--- src/design/ffa_ram.sv ---
// Generic single-port-write, registered-read RAM.
`default_nettype none
module ffa_ram #(
  parameter int WIDTH = 8,
  parameter int DEPTH = 256
) (
  input  wire logic                     clk,
  input  wire logic                     wr_en,
  input  wire logic [$clog2(DEPTH)-1:0] wr_addr,
  input  wire logic [WIDTH-1:0]         wr_data,
  input  wire logic [$clog2(DEPTH)-1:0] rd_addr,
  output logic      [WIDTH-1:0]         rd_data
);

  logic [WIDTH-1:0] mem [DEPTH];

  always_ff @(posedge clk) begin
    if (wr_en) begin
      mem[wr_addr] <= wr_data;
    end
    rd_data <= mem[rd_addr];
  end

endmodule
`default_nettype wire

--- config.mk ---
export PLATFORM = sky130hd
export DESIGN_NAME = ffa_ram
export DESIGN_NICKNAME = d
export VERILOG_FILES = /design/src/design/ffa_ram.sv
export SDC_FILE = /design/constraint.sdc
export NUM_CORES = 2
export LEC_CHECK = 0
export BUFFER_PORTS_ARGS = -buffer_cell sky130_fd_sc_hd__buf_4
export CAP_MARGIN = 10
export CELL_PAD_IN_SITES_DETAIL_PLACEMENT = 1
export CELL_PAD_IN_SITES_GLOBAL_PLACEMENT = 1
export CORE_UTILIZATION = 56
export CTS_CLUSTER_SIZE = 30
export DETAILED_ROUTE_END_ITERATION = 16
export PLACE_DENSITY_LB_ADDON = 0.1
export RECOVER_POWER = 25
export SETUP_SLACK_MARGIN = 0.05
export SYNTH_ARGS = -nofsm -noshare
export SYNTH_HDL_FRONTEND = slang
export SYNTH_SLANG_ARGS = --single-unit
--- constraint.sdc ---
create_clock -name clk -period 2.65 [get_ports clk]
set_input_delay 0.265 -clock clk [delete_from_list [all_inputs] [get_ports clk]]
set_output_delay 0.265 -clock clk [all_outputs]
set_load 0.01 [all_outputs]
**Word-level counts from Yosys, hierarchy flattened**

Memory sizes are Yosys's and may differ from the RTL's. A register that Yosys moved wholly into a read port is not among the register bits.
Cells that the tools add are included.

- Bits in writable memories: 2048
- Flip-flop bits (word level): 0
- Memories: 1
- Output and inout bits: 8
- Input port bits: 26

Memory list:

| memory | depth | width | rd ports | clocked after memory_dff | write ports | RTL line | text |
|---|---|---|---|---|---|---|---|
| mem | 256 | 8 | 1 | 1 | 1 | 15 | `logic [WIDTH-1:0] mem [DEPTH];` |

- Muxes and demuxes: 2

Operator list:

| cell | number |
|---|---|
| two-way mux 1 bit | 2 |

**Depth between registers and ports, before layout**

- Word-level depth: 2
- Gate-level depth with buffers: 11

**Least setup slack after synthesis**

OpenSTA, ideal clock, no wires.

- Kind: in2reg
- Start: in rd_addr[0]
- End: reg rd_data[2], read port of mem
- Path buffers: 4
- Data arrival time: 2072 ps
- Path slack: 447 ps
- Library setup time: 131 ps
- Cell stages on the path: 9
- Cells stage by stage: buf_6 > buf_12 > buf_8 > buf_2 > mux4_2 > a22oi_1 > a21oi_1 > nor4_1 > nor4_2

RTL lines:

| element | RTL line | text |
|---|---|---|
| start: declaration | 11 | `input wire logic [$clog2(DEPTH)-1:0] rd_addr,` |
| end: declaration | 12 | `output logic [WIDTH-1:0] rd_data` |

==> metrics.md <==
| Metric | Value |
|---|---|
| Status | `complete, but fails checks` |
| Violated checks | `capacitance limit, slew limit` |
| Global-route track usage on met1 | `0.459` |
| Slew headroom | `-0.835` |
| Post-CTS setup repair buffer count | `0` |
| Critical path launch point type | `flip-flop` |
| Arrival @ worst endpoint | `about 3.3 ns` |
| CP Max Fanout | `1` |
| Sequential area share after synthesis | `0.775` |
| Clk_lat worst skew | `0.83 ns` |
| Drc violations | `0` |
| Final hold vios | `0` |
| Hold Path Class | `in2reg` |
| Die area | `144000 um^2` |
| Initial antenna violation count | `11` |
| Ratio of cells with drive above 1 in the final layout | `0.311` |
| Grt met3 use | `0.0620` |
| Reg2Reg Depth | `8` |
| Worst-path clk slew | `0.06 ns` |
| Async SR Flop Fraction | `0` |
| Sw Ratio | `0.213` |
| Synth Instances | `3733` |
| Number of fill cells | `around 11000` |
| Root buf cell | `clkbuf_16` |
| Post-route minimum period | `2.60 ns` |
| Clock sink total | `2056` |
| Crit share post-route | `0.980` |
| Antenna-violating nets left | `0` |
| Placer congestion estimate | `0.910` |
| R2R setup slack | `0.05 ns` |
| Met2 Track Usage GR | `0.502` |
| Vias per std cell | `roughly 6.6` |
| Max Clk Rate | `385 MHz` |
| Clock buffer count from CTS | `roughly 200` |
| Largest net degree at the start of global routing | `102` |
| Logic gate share of total power | `0.057` |
| Initial core utilization | `0.567` |
| Grt total ovfl | `0` |
| Power per Cell Area | `728 nW/um^2` |
| I/O pin total | `34` |
| Vias in the first global route | `43334` |
| Top delay family on crit path | `compound AO/OA/AOI/OAI gates` |
| Die height | `379 um` |
| Slowest-stage cell, CP | `mux4_2` |
| Worst Path Class, Setup | `reg2reg` |
| Number of max-cap violations | `6` |
| Yosys Warn Count | `0` |
| Syn Area/Cell | `21.3 um^2` |
| Drt total wl | `around 220000 um` |
| RSZ-0062 raised after global routing | `false` |
| Flop and latch count out of synthesis | `2056` |
| Top_reg_cell synth | `edfxtp_1` |
| Reg2reg start | `mem[210][3]` |
| Clock Path Buffers | `3` |
| Mapped Area | `79600 um^2` |
| Detailed Place HPWL | `between 100000 and 150000 um` |
| Hold depth | `4` |
| Worst Setup End Kind | `flip-flop` |
| Layout area overhead | `16.6%` |
| Vias | `42370` |
| EDFF count, synth | `between 2000 and 2500` |
| Most Crowded Layer GR | `met2` |
| Total Nets Final | `4405` |
| Min-delay src | `wr_addr[1]` |
| Core box area | `between 100000 and 150000 um^2` |
| Initial drt markers | `about 5500` |
| Peak supply drop | `0.000670 V` |
| WL/cell | `34.9 um` |
| Total GRT Usage | `0.319` |
| Clock power frac | `0.410` |
| Die width | `379 um` |
| Cell Int Power | `between 50 and 60 mW` |
| Iteration count of the initial detailed-routing pass | `5` |
| Hold EP | `mem[171][6]` |
| FP Rows | `137` |
| Port bufs | `33` |
| Setup ws final | `0.0541 ns` |
| Slew Viols, Final | `between 400 and 500` |
| CP dominant cell by count | `buf_4` |
| TritonCTS clock tree | `built` |
| FF-to-FF End | `rd_data[3]` |
| Worst endpoint required time | `approximately 3.3 ns` |
| Core Util, Final | `0.661` |
| Leak | `30.0 nW` |
| Synth unique cells | `55` |
| Pre-CTS WS | `-0.949 ns` |
| Final setup vio count | `0` |
| Worst clock skew | `0.0237 ns` |
| First-pass GRT wire length | `318000 um` |
| H-tree levels | `4` |
| Sequential power share | `0.533` |
| Worst Tran Pin Value | `approximately 2.8 ns` |
| Buf/Inv on CP | `2` |
| Total net switching power | `14.4 mW` |
| Synth Net Count | `3759` |
| CP Cell Sequence | `mux4_2 > a22o_1 > a221oi_1 > buf_4 > o32ai_1 > nor3_2 > buf_4 > nor4_1` |
| CP max stage delay | `0.48 ns` |
-- worst max-delay path by stage --
stage / startpoint / endpoint / slack [ns] / cells past startpoint
2_1_floorplan: rd_addr[0] / rd_data[2] / 0.45 / 9
3_3_place_gp: rd_addr[0] / rd_data[2] / -1.12 / 9
3_5_place_dp: rd_addr[0] / rd_data[7] / -0.95 / 10
4_1_cts: mem[71][4] / rd_data[4] / 0.1 / 6
5_1_grt: mem[210][3] / rd_data[3] / 0.07 / 8
6_report: mem[210][3] / rd_data[3] / 0.05 / 8
-- power groups by stage --
stage	Clock, mW	Combinational, mW	Sequential [mW]
global route	29.0	4.00	35.9
floorplan	0	1.74	36.6
finish	27.7	3.85	36.0
CTS	28.0	3.86	35.9
global placement	0	3.68	36.6
detailed placement	0	3.81	36.6
-- per-stage QoR --
step	hold slack (ns)	std cells	setup TNS, ns	power, mW	instance area (um^2)
floorplan	0.364	3733	0	38.3	79600
global placement	0.771	6047	-4.92	40.3	86400
detailed placement	0.794	6048	-4.53	40.4	86500
CTS	0.00823	6419	0	67.8	92900
global route	0.196	6420	0	68.9	92700
finish	0.207	6426	0	67.5	92700
-- placed cells by master, fill, tap and decap left out, types with 8 or more instances in the layout --
| cell type | count |
|---|---|
| nand4_1 | 10 |
| nor2_1 | 279 |
| a221oi_1 | 12 |
| clkinv_1 | 44 |
| clkbuf_8 | 11 |
| a21oi_1 | 96 |
| nor4_1 | 20 |
| a211oi_1 | 16 |
| clkbuf_16 | 207 |
| o22ai_1 | 28 |
| o211ai_1 | 10 |
| nand2_1 | 33 |
| a22o_1 | 8 |
| buf_4 | 585 |
| inv_6 | 10 |
| clkinv_2 | 23 |
| mux2i_1 | 134 |
| clkbuf_1 | 63 |
| buf_12 | 63 |
| a22oi_1 | 133 |
| dfxtp_1 | 8 |
| mux4_2 | 454 |
| nand3_1 | 34 |
| nor2b_1 | 28 |
| clkbuf_2 | 12 |
| edfxtp_1 | 2048 |
| nor3_1 | 20 |
| bufinv_16 | 13 |
| o221ai_1 | 46 |
| nand2b_1 | 8 |
| o21ai_0 | 10 |
-- synthesized netlist by cell type (3+ instances only) --
master	instances	area (um^2)
nor2_1	282	1060
a21oi_1	96	480
o221ai_1	46	403
buf_1	22	82.6
nand2b_1	8	50.1
nor4_2	3	37.5
nand2_1	33	124
buf_6	21	236
o22a_1	5	43.8
buf_8	13	195
o22ai_1	28	175
a211oi_1	16	120
a22o_1	8	70.1
nor4_1	24	150
or2_2	4	25.0
o21ai_0	10	50.1
o32ai_1	4	35.0
nand3_1	34	170
a221oi_1	13	114
nand4_1	10	62.6
buf_2	31	155
nor3_1	22	110
buf_12	8	160
buf_4	27	203
a22oi_1	133	998
dfxtp_1	8	160
and2_1	6	37.5
mux4_2	454	10200
nor2b_1	31	194
clkbuf_1	111	417
mux2i_1	134	1340
edfxtp_1	2048	61500
o211ai_1	10	75.1
-- cell families after synthesis --
| family | Yosys count | synth area share |
|---|---|---|
| DFF | 2056 | 0.775 |
| muxes | 591 | 0.146 |
| AOI/OAI and AO/OA | 385 | 0.0342 |
| buffers and inverters | 235 | 0.0183 |
| and+or+nand+nor | 466 | 0.0263 |
-- layer usage --
layer,share of wire,wire length [um],vias to the layer above
li1,-,-,16992
met1,0.40,88700,22684
met2,0.48,108000,2322
met3,0.096,21500,362
met4,0.029,6550,10
met5,0.00030,68,-
-- registers in the layout, summed over array words and instances, names as in the netlist --
| register | flops |
|---|---|
| mem | 2048 |
| rd_data | 8 |
-- tightest hold or removal path: stages --
cell     delay (ns)
buf_4          0.16
nand3_1        0.18
nor2_1         0.07
buf_4          0.18
-- area by class of cell --
cell class / count / area [um^2] / area share
Sequential cell: 2056 / 61700 / 0.665
Multi-Input combinational cell: 1442 / 16500 / 0.178
Timing Repair Buffer: 676 / 5850 / 0.0631
Clock buffer: 274 / 5520 / 0.0595
Tap cell: 1876 / 2350 / 0.0253
Clock inverter: 94 / 792 / 0.00854
Antenna cell: 6 / 15.0 / 0.000162
Inverter: 2 / 7.51 / 0.0000810
-- timing repair --
| item | 4_1_cts | 5_1_grt |
|---|---|---|
| hold endpoints to repair | 106 | 4 |
| setup endpoints to repair | 6 | 0 |
| hold buffers | 3 | 1 |
| gates resized for setup | 9 | 0 |
Note: power is estimated with default switching activity, not from simulation.
